## src/rtl/cmsm_ram.sv

```systemverilog
// ---------------------------------------------------------------------------
// Generic RAM
// One write port and one read port with registered read data.
// ---------------------------------------------------------------------------
module cmsm_ram #(
    parameter int WIDTH = 8,
    parameter int DEPTH = 64
) (
    input  logic                     clk,
    input  logic                     wr_en,
    input  logic [$clog2(DEPTH)-1:0] wr_addr,
    input  logic [WIDTH-1:0]         wr_data,
    input  logic [$clog2(DEPTH)-1:0] rd_addr,
    output logic [WIDTH-1:0]         rd_data
);

    logic [WIDTH-1:0] mem [DEPTH];
    logic [WIDTH-1:0] rd_data_reg;

    // Write port and registered read port.
    always_ff @(posedge clk)
    begin
        if (wr_en)
        begin
            mem[wr_addr] <= wr_data;
        end
        rd_data_reg <= mem[rd_addr];
    end

    assign rd_data = rd_data_reg;

endmodule

```

## config.mk

```make
export PLATFORM = sky130hd
export DESIGN_NAME = cmsm_ram
export DESIGN_NICKNAME = d
export VERILOG_FILES = /design/src/rtl/cmsm_ram.sv
export SDC_FILE = /design/constraint.sdc
export NUM_CORES = 1
export LEC_CHECK = 0
export BUFFER_PORTS_ARGS = -buffer_cell sky130_fd_sc_hd__buf_2
export CELL_PAD_IN_SITES_DETAIL_PLACEMENT = 1
export CELL_PAD_IN_SITES_GLOBAL_PLACEMENT = 1
export CORE_MARGIN = 5
export CORE_UTILIZATION = 30
export DETAILED_ROUTE_END_ITERATION = 10
export PLACE_DENSITY_LB_ADDON = 0.1
export REMOVE_ABC_BUFFERS = 1
export SLEW_MARGIN = 20
export SYNTH_ARGS = -nofsm -noshare
export SYNTH_HDL_FRONTEND = slang
export SYNTH_SLANG_ARGS = --single-unit
```

## constraint.sdc

```tcl
create_clock -name clk -period 1.7 [get_ports clk]
set_input_delay 0.085 -clock clk [delete_from_list [all_inputs] [get_ports clk]]
set_output_delay 0.085 -clock clk [all_outputs]
set_load 0.02 [all_outputs]
```

; Yosys cells after proc, flatten, opt, wreduce, memory -nomap -nowiden
; Memories as Yosys holds them, arrays and structs flattened. A register that Yosys moved wholly into a read port is not among the register bits.
; Index checks and enable logic that the tools add are counted.
[word_totals]
register_bits = 0
ramBits = 512
out_inout_bits = 8
n_memories = 1
[op_classes]
mux = 2
[mem_list]
columns = memory, depth, width, read_ports, rd_ports_with_merged_regs, write_ports, line_no
row1 = mem, 64, 8, 1, 1, 1, 17  ; logic [WIDTH-1:0] mem [DEPTH];
[ops]
columns = op, n
row1 = 1-bit 2-to-1 mux, 2

; Depth between registers and ports, before layout
[logic_depth]
word_depth = 2
depth_mapped = 9

; Worst setup path after synthesis
; Ideal clock, no wire load.
[synth_path]
path_kind = input to register
startpoint = in rd_addr[1]
endpoint = reg rd_data_reg[3] (netlist: rd_data[3]) (read register of mem)
arrival_time_ns = 1.625
required_time_ns = 1.572
path_slack_ns = -0.053
path_stages = 7
n_path_buf = 3
path_cell_list = buf_4 > buf_2 > buf_2 > mux4_2 > mux4_2 > o21ai_1 > o41ai_1
[synth_lines]
columns = element, line_no
row1 = "start, declared", 13  ; input logic [$clog2(DEPTH)-1:0] rd_addr,
row2 = "end, declared", 18  ; logic [WIDTH-1:0] rd_data_reg;

==> impl_metrics.toml <==
[clock_tree]
post_cts_buffers = 0
h-tree-depth = 2
cts_tree = "built"
cts_buffers = 57
root_buffer = "clkbuf_16"
clkSlewWorstSetupHoldPaths_ns = 0.06
insertion_delay_ns = 0.60
cts_buffer_depth = 3
clock_sinks = 520

[floorplanning]
dieArea_sq_um = 72500
rows = 95
die_x_um = 269
core_area_sq_um = 66900
start_util_pct = 30.1
die_h_um = 269
io_pins = 30

[timing]
skew_ns = 0.00784
fmax_mhz = 534
setup_tns_ns = -0.683
finalHoldViolations = 0
layout_setup_ws_ns = -0.172
slew_headroom_pct = 45.6
drv_slew = 0
grt_setup_unrepaired = "true"
period_share_pct = 110
min_period_ns = 1.87
tightest_slew_ns = 0.815
setup_violations = 8

[yosys]
syn_area_sq_um = 20200
yosysSeqAreaShare_pct = 77.0
ys.flop_type = "edfxtp_1"
synth_edf_count = 512
yosys_register_bits = 520
synthTopCellsByArea = "edfxtp_1 (76%), mux4_2 (14%), nor2_1 (1.5%), mux2i_1 (1.1%), dfxtp_1 (0.79%)"
syn_inst = 940
synth_common_cells = "edfxtp_1 (512), mux4_2 (126), nor2_1 (83)"
ys.warnings.count = 0
syn-mean-instance-area_sq_um = 21.5
netlist.area_leader.share_pct = 76.2
yosysUniqueCellTypes = 40
synth_top_area_cell = "edfxtp_1"
async_flop_share_pct = 0
synth_most_common_cell = "edfxtp_1"

[outcome]
violations = "setup timing"
status = "complete, but fails checks"

[global_route]
grt_pass1_vias = 11000
grtUsageMet2_pct = 25.5
track_usage_pct = 15.5
use_met1_pct = 21.9
overflow = 0
grt_max_degree = 65
grt_pass1_wl_mm = 82.0
grt_antenna_before_repair = 1
use_met3_pct = 2.69
busiest_layer = "met2"

[worst_setup_path]
endpoint = "rd_data[4]"
critPathRequiredTime_ns = 2.18
crit_path_start = "mem[29][4]"
r2r_slack_ns = -0.17
worstPathArrival_ns = 2.35
r2r_cells = 6
endpoint_kind = "flip-flop"
reg2reg_from = "mem[29][4]"
start_kind = "flip-flop"
r2r-end = "rd_data[4]"
crit_fanout = 1
criticalPathCategory = "reg -> reg"

[layout]
layout-drive-gt1-share_pct = 36.7
n_antenna_cell = 0
fin_nets = 1189
largest_reg_flops = 512
area_delta_synth_final_pct = 22.2
fill_cells = 6500

[worst_hold_path]
hold_path_class = "in -> reg"
min_path_cells = 5

[drt]
post_drt_via_cell_ratio = 4.82
dr.pass1.iters = 4
wl_per_cell_um = 27.2
routed_wl_mm = 56.6
dr.first_iter.drc_count = 637
via_count = 10100
ant_nets = 0
drcViolationCount = 0

[power]
vdd_drop_max_mv = 0.608
powerDensity_nw_per_um2 = 1110
p_leak_nw = 7.98

[placed_design]
place_ws_ns = -0.588
portBuffers = 29
globalplace.congestion = 0.731
dp_hpwl_mm = 36.9

[run]
drv_cap = 0
[repair_timing]
| item | in CTS | in global routing |
|---|---|---|
| pin swaps | 8 | 6 |
| endpoints found under the setup margin | 8 | 8 |
| gates resized for setup | 25 | 9 |
| endpoints found under the hold margin | 68 | 0 |
| hold buffers | 5 | 0 |
[worst max-delay path, cell delays in order (launching register included)]
cell	delay, ns
edfxtp_1	0.36
mux4_2	0.48
mux2_4	0.27
o221a_4	0.29
nor3_4	0.14
buf_6	0.13
o32ai_2	0.08
[layer usage]
layer | wire [um] | part of all wire, %
met4 | 929 | 1.6
met3 | 1830 | 3.2
met5 | 0 | 0
met2 | 27400 | 48
met1 | 26400 | 47
[cell families (layout without fill, tap and decap cells)]
logic type / after synthesis / after routing / synth area share [%]
AO/OA/AOI/OAI: 54 / 54 / 2.07
flip-flops: 520 / 520 / 77.0
multiplexers: 162 / 162 / 15.9
AND/OR/NAND/NOR: 153 / 153 / 3.39
buffers and inverters: 51 / 322 / 1.57
[power by group]
group          switching [mW]  internal (mW)  total (mW)
sequential             0.0504           14.2        14.2
combinational           0.986          0.725        1.71
clock                    4.92           6.37        11.3
[per-stage QoR]
step / hold WS, ns / power [mW] / cell area [sq um] / util (%) / instances
5_1_grt: 0.0367 / 28.4 / 24600 / 36.8 / 2084
3_3_place_gp: 0.526 / 16.2 / 22800 / 34.0 / 1977
3_5_place_dp: 0.521 / 16.2 / 22800 / 34.0 / 1977
2_1_floorplan: 0.184 / 15.1 / 19900 / - / 889
4_1_cts: 0.00658 / 27.7 / 24600 / 36.8 / 2084
6_report: 0.0568 / 27.2 / 24600 / 36.8 / 2084
[worst min path at each step]
stage          startpoint          to  slack, ns
2_1_floorplan  wr_data[0]   mem[0][0]       0.18
3_3_place_gp   rd_data[0]  rd_data[0]       0.53
3_5_place_dp   rd_data[0]  rd_data[0]       0.52
4_1_cts        rd_addr[5]  rd_data[3]      0.007
5_1_grt        rd_addr[5]  rd_data[3]       0.04
6_report       rd_addr[5]  rd_data[3]       0.06
[area by class of cell]
| cell class | instances | area [sq um] | area share [%] |
|---|---|---|---|
| flip-flops and latches | 520 | 15500 | 63.0 |
| multi-input cells | 369 | 4460 | 18.1 |
| clock inverters | 26 | 149 | 0.604 |
| repair buffers | 219 | 1880 | 7.64 |
| well taps | 873 | 1090 | 4.43 |
| clock buffers | 77 | 1520 | 6.17 |
[placed cells by master (no fill, tap or decap), drive strengths merged, types with 4 or more instances in the layout]
master       synthesis  final
edfxtp             512    512
buf                 34    214
mux4               126    126
nor2                83     83
clkbuf              17     77
mux2i               23     23
clkinv               0     22
nand2               19     19
nor2b               14     14
nand3               13     13
mux2                13     13
o221ai               8      8
dfxtp                8      8
o22ai                8      8
nand2b               7      7
nor3                 7      7
a221oi               6      6
dlygate4sd3          0      5
a211oi               4      4
o21ai                4      4
No activity file was read; power rests on OpenSTA's default activity.
