===== src/rtl/cmsm_pkg.sv =====
// ---------------------------------------------------------------------------
// Stub matcher package
// Request and result types, operation codes and status codes shared by the
// stub matcher modules.
// ---------------------------------------------------------------------------
package cmsm_pkg;

    // Field widths fixed by the request and result formats.
    localparam int OP_W       = 2;
    localparam int NODE_W     = 6;
    localparam int WANT_W     = 7;
    localparam int FRAC_W     = 32;
    localparam int STATUS_W   = 3;
    localparam int STUBS_W    = 13;
    localparam int REJ_W      = 9;
    localparam int CFG_IDX_W  = 1;
    localparam int CFG_DATA_W = 8;

    // Operation codes.
    localparam logic [OP_W-1:0] OP_CLEAR   = 2'd0;
    localparam logic [OP_W-1:0] OP_LOAD    = 2'd1;
    localparam logic [OP_W-1:0] OP_PROPOSE = 2'd2;

    // Result status codes.
    localparam logic [STATUS_W-1:0] ST_CLEARED  = 3'd0;
    localparam logic [STATUS_W-1:0] ST_LOADED   = 3'd1;
    localparam logic [STATUS_W-1:0] ST_EDGE     = 3'd2;
    localparam logic [STATUS_W-1:0] ST_REJECTED = 3'd3;
    localparam logic [STATUS_W-1:0] ST_IGNORED  = 3'd4;

    // Configuration register indexes.
    localparam logic [CFG_IDX_W-1:0] REG_ALLOW_BACKTRACK = 1'd0;
    localparam logic [CFG_IDX_W-1:0] REG_MAX_BACKTRACKS  = 1'd1;

    // Reset values of the configuration registers.
    localparam logic [CFG_DATA_W-1:0] MAX_BACKTRACKS_RST = 8'd90;

    // Rejects counter saturation value.
    localparam logic [REJ_W-1:0] REJ_SAT = 9'h1FF;

    typedef struct packed {
        logic [OP_W-1:0]   operation;
        logic [NODE_W-1:0] node_index;
        logic [WANT_W-1:0] wanted_degree;
        logic [FRAC_W-1:0] first_fraction;
        logic [FRAC_W-1:0] second_fraction;
    } request_t;

    typedef struct packed {
        logic [STATUS_W-1:0] status;
        logic [NODE_W-1:0]   first_node;
        logic [NODE_W-1:0]   second_node;
        logic [STUBS_W-1:0]  stubs_left;
        logic [REJ_W-1:0]    rejects_so_far;
        logic                matching_over;
        logic                restart_needed;
    } result_t;

endpackage


===== src/rtl/cmsm_picker.sv =====
// ---------------------------------------------------------------------------
// Stub picker
// Scales a random fraction by the stub total and scans the stub table, one
// entry a cycle, for the first node whose running sum exceeds the target.
// ---------------------------------------------------------------------------
module cmsm_picker #(
    parameter int NODES      = 64,
    parameter int MAX_DEGREE = 100
) (
    input  logic                                         clk,
    input  logic                                         rst_n,
    input  logic                                         go,
    input  logic [cmsm_pkg::FRAC_W-1:0]                  frac,
    input  logic [$clog2(NODES*MAX_DEGREE+1)-1:0]        total,
    input  logic [$clog2(MAX_DEGREE+1)-1:0]              rd_data,
    output logic [$clog2(NODES)-1:0]                     rd_addr,
    output logic                                         done,
    output logic [$clog2(NODES)-1:0]                     pick
);

    import cmsm_pkg::*;

    localparam int IDX_W  = $clog2(NODES);
    localparam int TOT_W  = $clog2(NODES * MAX_DEGREE + 1);
    localparam int RUN_W  = TOT_W + 1;
    localparam int PROD_W = TOT_W + FRAC_W;

    localparam logic P_IDLE = 1'b0;
    localparam logic P_SCAN = 1'b1;

    localparam logic [IDX_W-1:0] LAST = IDX_W'(NODES - 1);

    logic              state_reg, state_next;
    logic              pend_reg, pend_next;
    logic [PROD_W-1:0] prod_reg, prod_next;
    logic [RUN_W-1:0]  run_reg, run_next;
    logic [IDX_W-1:0]  addr_reg, addr_next;
    logic [IDX_W-1:0]  chk_reg, chk_next;

    logic [TOT_W-1:0] target;
    logic [RUN_W-1:0] run_sum;
    logic             hit;

    // The scaled target is the upper part of the product.
    assign target  = prod_reg[PROD_W-1:FRAC_W];
    assign run_sum = run_reg + RUN_W'(rd_data);
    assign hit     = (run_sum > RUN_W'(target)) || (chk_reg == LAST);

    assign rd_addr = addr_reg;
    assign done    = (state_reg == P_SCAN) && pend_reg && hit;
    assign pick    = chk_reg;

    // Scan sequencer: multiply on start, then one table entry per cycle.
    always_comb
    begin
        state_next = state_reg;
        pend_next  = pend_reg;
        prod_next  = prod_reg;
        run_next   = run_reg;
        addr_next  = addr_reg;
        chk_next   = chk_reg;
        unique case (state_reg)
            P_IDLE:
            begin
                if (go)
                begin
                    prod_next  = PROD_W'(total) * PROD_W'(frac);
                    run_next   = '0;
                    addr_next  = '0;
                    pend_next  = 1'b0;
                    state_next = P_SCAN;
                end
            end
            P_SCAN:
            begin
                addr_next = (addr_reg == LAST) ? addr_reg : addr_reg + 1'b1;
                chk_next  = addr_reg;
                pend_next = 1'b1;
                if (pend_reg)
                begin
                    run_next = run_sum;
                    if (hit)
                    begin
                        state_next = P_IDLE;
                    end
                end
            end
            default:
            begin
                state_next = P_IDLE;
            end
        endcase
    end

    // Control state.
    always_ff @(posedge clk or negedge rst_n)
    begin
        if (!rst_n)
        begin
            state_reg <= P_IDLE;
            pend_reg  <= 1'b0;
        end
        else
        begin
            state_reg <= state_next;
            pend_reg  <= pend_next;
        end
    end

    // Datapath registers.
    always_ff @(posedge clk)
    begin
        prod_reg <= prod_next;
        run_reg  <= run_next;
        addr_reg <= addr_next;
        chk_reg  <= chk_next;
    end

endmodule


===== config.mk =====
export PLATFORM = sky130hd
export DESIGN_NAME = cmsm_picker
export DESIGN_NICKNAME = d
export VERILOG_FILES = /design/src/rtl/cmsm_pkg.sv /design/src/rtl/cmsm_picker.sv
export SDC_FILE = /design/constraint.sdc
export NUM_CORES = 1
export LEC_CHECK = 0
export BUFFER_PORTS_ARGS = -buffer_cell sky130_fd_sc_hd__buf_2
export CORE_MARGIN = 5
export CORE_UTILIZATION = 40
export DETAILED_ROUTE_END_ITERATION = 10
export SLEW_MARGIN = 20
export SYNTH_ARGS = -nofsm -noshare
export SYNTH_HDL_FRONTEND = slang
export SYNTH_SLANG_ARGS = --single-unit

===== constraint.sdc =====
create_clock -name clk -period 3 [get_ports clk]
set_input_delay 0.15 -clock clk [delete_from_list [all_inputs] [get_ports clk]]
set_output_delay 0.15 -clock clk [all_outputs]
set_load 0.05 [all_outputs]

Yosys cells after proc, flatten, opt, wreduce, memory -nomap -nowiden
Index checks and enable logic that the tools add are counted.
Widths: inputs -> output; s select.

storage, ports and cells
  word-level logic and storage cells = 34
  output and inout port bits = 13
  input port bits = 55
  register bits = 73

operators by class
  multiply operators = 1
  $add $sub $neg = 2
  equal/unequal tests = 5
  reduce and logical (&&, ||, !) cells = 6
  $lt $le $gt $ge = 1
  multiplexer cells = 12
  bitwise operators = 1

operators with widths
  cell                 number
  $mul 13x32->45       1
  $mux 14              2
  $pmux 14 s2          1
  $add 14x7->14        1
  $gt 14x13->1         1
  $eq 6x6->1 const B   2
  $mux 6               2
  $pmux 6 s2           1
  $add 6x1->6 const B  1
  $reduce_and 2->1     3
  $mux 1               4
  $ne 2x2->1 const B   2
  $pmux 1 s2           2
  $logic_and 1x1->1    2
  $ne 2x1->1 const B   1
  $logic_or 1x1->1     1
  $not 1->1            1

Longest topological paths before layout
  depth in word-level cells = 6
  gate-level depth with buffers = 21

Worst setup path after synthesis
No wires, ideal clock.

  path type = input -> register
  start point = in frac[18] (netlist name)
  end point = reg prod_reg[42], data pin
  required time = 2728 ps
  arrival time = 5119 ps
  path slack = -2391 ps
  buffers on the path = 1
  setup time = 272 ps
  stages = 20
  cells stage by stage = clkbuf_1 > and2_1 > fa_1 > inv_1 > fa_1 > inv_1 > fa_1 > fa_1 > inv_1 > fa_1 > inv_1 > ha_1 > a21o_1 > a21oi_2 > o21ai_1 > a2111o_1 > o22ai_2 > o21ai_2 > and4b_1 > or4_1

on the way
  longest elaborated chain between the ends = 1

ends and longest elaborated chain
  what                  line                text
  start, declared       cmsm_picker.sv:13   input logic [cmsm_pkg::FRAC_W-1:0] frac,
  $mul 13x32->45        cmsm_picker.sv:67   prod_next = PROD_W'(total) * PROD_W'(frac);
  end signal, assigned  cmsm_picker.sv:113  prod_reg <= prod_next;
  end, declared         cmsm_picker.sv:35   logic [PROD_W-1:0] prod_reg, prod_next;

No other way between the ends.
A chain may end at the register's enable or synchronous reset.

Worst setup path after layout
  start point = in total[12]
  end point = reg prod_reg[42], data pin

on the way
  longest elaborated chain between the ends = 1

ends and longest elaborated chain
  what             line               text
  start, declared  cmsm_picker.sv:14  input logic [$clog2(NODES*MAX_DEGREE+1)-1:0] total,
  $mul 13x32->45   cmsm_picker.sv:67

No other way between the ends.

==> metrics.txt <==
# TYPE chip_impl_metric gauge
chip_impl_metric{name="synth.distinct_cells",unit=""} 52
chip_impl_metric{name="finalHoldViolations",unit=""} 0
chip_impl_metric{name="dpl.hpwl",unit="mm"} 30.68
chip_impl_metric{name="synth.ff_latch_count",unit=""} 41
chip_impl_info{name="netlist.top_cell.by_area",value="sky130_fd_sc_hd__fa_1"} 1
chip_impl_metric{name="die-area",unit="um2"} 40630
chip_impl_metric{name="die_height",unit="um"} 201.6
chip_impl_metric{name="worst_reg2reg_path_depth",unit=""} 15
chip_impl_metric{name="first_global_vias",unit=""} 12860
chip_impl_metric{name="required",unit="ns"} 3.02
chip_impl_metric{name="cts_buffers",unit=""} 5
chip_impl_metric{name="via_count",unit=""} 11660
chip_impl_info{name="timing_worst_setup_path_type",value="input pin to flop"} 1
chip_impl_metric{name="core-area",unit="um2"} 36430
chip_impl_info{name="cts_root_buffer",value="sky130_fd_sc_hd__clkbuf_16"} 1
chip_impl_metric{name="cts.path.max_buffers",unit=""} 2
chip_impl_metric{name="cts_num_sinks",unit=""} 41
chip_impl_metric{name="timing.final.max_slew_violations",unit=""} 0
chip_impl_info{name="synth_flop_cell",value="sky130_fd_sc_hd__edfxtp_1"} 1
chip_impl_info{name="worst_min_delay_path_category",value="input pin to async pin"} 1
chip_impl_metric{name="synth_area",unit="um2"} 14680
chip_impl_info{name="leading_cell_types_by_total_area_after_synthesis",value="sky130_fd_sc_hd__fa_1 (45%), sky130_fd_sc_hd__inv_1 (9.9%), sky130_fd_sc_hd__ha_1 (9.1%)"} 1
chip_impl_metric{name="share_of_yosys_cell_area_claimed_by_the_top_area_cell_type",unit=""} 0.4501
chip_impl_metric{name="htree_levels",unit=""} 2
chip_impl_info{name="cts_tree",value="built"} 1
chip_impl_metric{name="period_share",unit=""} 1.691
chip_impl_metric{name="post-route-worst-setup-slack",unit="ns"} -2.072
chip_impl_metric{name="worst-endpoint-arrival",unit="ns"} 5.09
chip_impl_metric{name="initial_utilization",unit=""} 0.4029
chip_impl_metric{name="reg2reg_setup_slack",unit="ns"} -0.11
chip_impl_metric{name="iteration_count_of_the_initial_detailed_routing_pass",unit=""} 7
chip_impl_metric{name="wire_per_inst",unit="um"} 17.23
chip_impl_metric{name="chipWidth",unit="um"} 201.6
chip_impl_metric{name="synth_async_sr_flop_share",unit=""} 0.04878
chip_impl_metric{name="largest_register_ff_count",unit=""} 14
chip_impl_metric{name="finalSetupViolations",unit=""} 15
chip_impl_metric{name="timing.critical_path.fanout_max",unit=""} 5
chip_impl_info{name="worstSetupEndpointType",value="flop"} 1
chip_impl_metric{name="gr-usage-all-layers",unit=""} 0.2031
chip_impl_info{name="unrepaired_setup_endpoints_after_global_routing",value="yes"} 1
chip_impl_metric{name="grt_pass1_wl",unit="mm"} 67.05
chip_impl_metric{name="max_slew.worst_pin.slew",unit="ns"} 0.6519
chip_impl_info{name="layout_common_cells",value="sky130_fd_sc_hd__inv_1 (365), sky130_fd_sc_hd__fa_1 (302), sky130_fd_sc_hd__nand2_1 (234), sky130_fd_sc_hd__buf_4 (210), sky130_fd_sc_hd__and2_1 (179)"} 1
chip_impl_metric{name="num-nets-final",unit=""} 2378
chip_impl_info{name="mostFrequentLayoutCell",value="sky130_fd_sc_hd__inv_1"} 1
chip_impl_metric{name="port_buffers",unit=""} 67
chip_impl_info{name="status",value="finished, violations left"} 1
chip_impl_metric{name="fillers",unit=""} 3341
chip_impl_metric{name="vias_per_cell",unit=""} 4.951
chip_impl_metric{name="remaining_drc_errors",unit=""} 0
chip_impl_metric{name="synth_fp_nets",unit=""} 2124
chip_impl_metric{name="grt_antenna_before_repair",unit=""} 1
chip_impl_info{name="crit_path_start_kind",value="input pin"} 1
chip_impl_metric{name="detail-route-antenna-nets",unit=""} 0
chip_impl_metric{name="timing.hold.ws",unit="ns"} 0.1860
chip_impl_info{name="timing.rr.end",value="state_reg$_DFF_PN0_"} 1
chip_impl_metric{name="post_synth.cell_area_avg",unit="um2"} 8.994
chip_impl_metric{name="register_area",unit="um2"} 1221
chip_impl_metric{name="gp_congestion",unit=""} 0.8716
chip_impl_metric{name="postLayoutCoreUtil",unit=""} 0.5226
chip_impl_metric{name="global_route.overflow_total",unit=""} 0
chip_impl_metric{name="syn-instance-count",unit=""} 1632
chip_impl_info{name="failed_checks",value="setup timing"} 1
chip_impl_metric{name="setup_skew",unit="ns"} 0.005441
chip_impl_metric{name="synth_enable_flop_cells",unit=""} 39
chip_impl_metric{name="detail_route.iter0.violations",unit=""} 623
chip_impl_metric{name="pin_count_of_the_biggest_net_entering_global_routing",unit=""} 27
chip_impl_metric{name="yosys_warnings",unit=""} 0
chip_impl_metric{name="clkSlewWorstSetupHoldPaths",unit="ns"} 0.06
chip_impl_metric{name="maxCapViolations",unit=""} 0
chip_impl_metric{name="clk_latency",unit="ns"} 0.28
chip_impl_metric{name="finalWorstPathRequiredPeriod",unit="ns"} 5.072
chip_impl_metric{name="worst_slew_margin_rel",unit=""} 0.5597
chip_impl_metric{name="rows",unit=""} 70
chip_impl_metric{name="area_added_between_synthesis_and_finish",unit="%"} 29.72
chip_impl_metric{name="num_antenna_cells",unit=""} 0
chip_impl_metric{name="detail_route.wirelength",unit="mm"} 40.59
chip_impl_metric{name="synth.yosys.seq_area_share",unit=""} 0.08320
chip_impl_metric{name="multi_input_area",unit="um2"} 12570
chip_impl_info{name="worstReg2RegStart",value="run_reg[1]$_SDFFCE_PN0P_"} 1
chip_impl_metric{name="ios",unit=""} 68
chip_impl_metric{name="post_route_cells_drive_above_1_share",unit=""} 0.2708
chip_impl_metric{name="fmaxAchievable",unit="MHz"} 197.2
[layer usage]
layer,track usage,vias to the layer above,share of wire
met1,0.2815,5923,0.44
met3,0.02869,56,0.063
met5,0,-,0
met2,0.3452,325,0.48
met4,0.03760,0,0.020
li1,-,5355,-
[critical path: stages]
cell,delay (ns)
sky130_fd_sc_hd__buf_12,0.12
sky130_fd_sc_hd__buf_12,0.14
sky130_fd_sc_hd__and2_4,0.14
sky130_fd_sc_hd__fa_1,0.47
sky130_fd_sc_hd__fa_1,0.50
sky130_fd_sc_hd__fa_1,0.53
sky130_fd_sc_hd__fa_1,0.54
sky130_fd_sc_hd__inv_2,0.04
sky130_fd_sc_hd__fa_1,0.49
sky130_fd_sc_hd__inv_2,0.05
sky130_fd_sc_hd__ha_4,0.22
sky130_fd_sc_hd__a21o_1,0.18
sky130_fd_sc_hd__a21oi_2,0.17
sky130_fd_sc_hd__o21ai_2,0.09
sky130_fd_sc_hd__a2111o_1,0.39
sky130_fd_sc_hd__o22ai_2,0.16
sky130_fd_sc_hd__o21ai_2,0.10
sky130_fd_sc_hd__and4b_1,0.20
sky130_fd_sc_hd__or4_1,0.40
[cells by family (layout without fill, tap and decap cells)]
| group | after synthesis | in the layout | share of synthesized area |
|---|---|---|---|
| compound gates | 129 | 129 | 0.05720 |
| xor+xnor | 29 | 29 | 0.01730 |
| fa+ha+maj | 437 | 437 | 0.5413 |
| buf+inv | 460 | 715 | 0.1176 |
| flops | 41 | 41 | 0.08320 |
| mux | 1 | 1 | 0.0006820 |
| simple gates | 535 | 535 | 0.1827 |
[Yosys cell counts (2+ instances only)]
library cell                number
sky130_fd_sc_hd__a2111o_1        2
sky130_fd_sc_hd__a211oi_1        5
sky130_fd_sc_hd__a21o_1         24
sky130_fd_sc_hd__a21oi_1        41
sky130_fd_sc_hd__a21oi_2         4
sky130_fd_sc_hd__a31oi_1         2
sky130_fd_sc_hd__and2_1        208
sky130_fd_sc_hd__and3_1          4
sky130_fd_sc_hd__and4_1          4
sky130_fd_sc_hd__clkbuf_1       73
sky130_fd_sc_hd__dfrtp_1         2
sky130_fd_sc_hd__edfxtp_1       39
sky130_fd_sc_hd__fa_1          330
sky130_fd_sc_hd__ha_1          107
sky130_fd_sc_hd__inv_1         386
sky130_fd_sc_hd__nand2_1       249
sky130_fd_sc_hd__nand3_1        17
sky130_fd_sc_hd__nand3b_1        2
sky130_fd_sc_hd__nand4_1        13
sky130_fd_sc_hd__nor2_1         16
sky130_fd_sc_hd__nor2b_1        10
sky130_fd_sc_hd__nor3_1          4
sky130_fd_sc_hd__o2111ai_1       2
sky130_fd_sc_hd__o211ai_1        6
sky130_fd_sc_hd__o21a_1          2
sky130_fd_sc_hd__o21ai_0        23
sky130_fd_sc_hd__o21ai_1         3
sky130_fd_sc_hd__o21bai_1        3
sky130_fd_sc_hd__xnor2_1        23
sky130_fd_sc_hd__xor2_1          6
[metrics by stage]
| step | std cells | cell area, um2 | setup slack [ns] | setup TNS (ns) |
|---|---|---|---|---|
| final | 2355 | 19040 | -2.072 | -24.19 |
| after global routing | 2355 | 19040 | -2.279 | -27.08 |
| after CTS | 2333 | 18540 | -2.098 | -24.85 |
| after detailed placement | 2283 | 17110 | -2.686 | -32.20 |
| after global placement | 2283 | 17110 | -2.585 | -31.36 |
| after floorplan | 1632 | 15120 | -2.147 | -22.90 |
[worst max-delay path by stage]
stage                    from                endpoint
floorplan           total[12]  prod_reg[42]$_DFFE_PP_
global placement     total[1]  prod_reg[42]$_DFFE_PP_
detailed placement   total[8]  prod_reg[42]$_DFFE_PP_
CTS                  total[4]  prod_reg[42]$_DFFE_PP_
global route         frac[11]  prod_reg[42]$_DFFE_PP_
finish              total[12]  prod_reg[42]$_DFFE_PP_
[final cells by class]
class	count	area share
clock buffers	6	0.006769
clock inverters	2	0.0005257
inverters	387	0.07630
multi-input cells	1131	0.6602
flip-flops and latches	41	0.06414
well taps	468	0.03076
repair buffers	320	0.1613
[what timing repair did]
action                     4_1_cts  5_1_grt
resized for setup              208       87
setup buffers                   38       23
hold buffers                     1        0
setup endpoints to repair       15       15
gates cloned                    11        2
pin swaps                      129       76
hold endpoints to repair         2        0
Power is not shown: default switching activity piles up to over one toggle a cycle in this logic, so the estimate is an artifact.
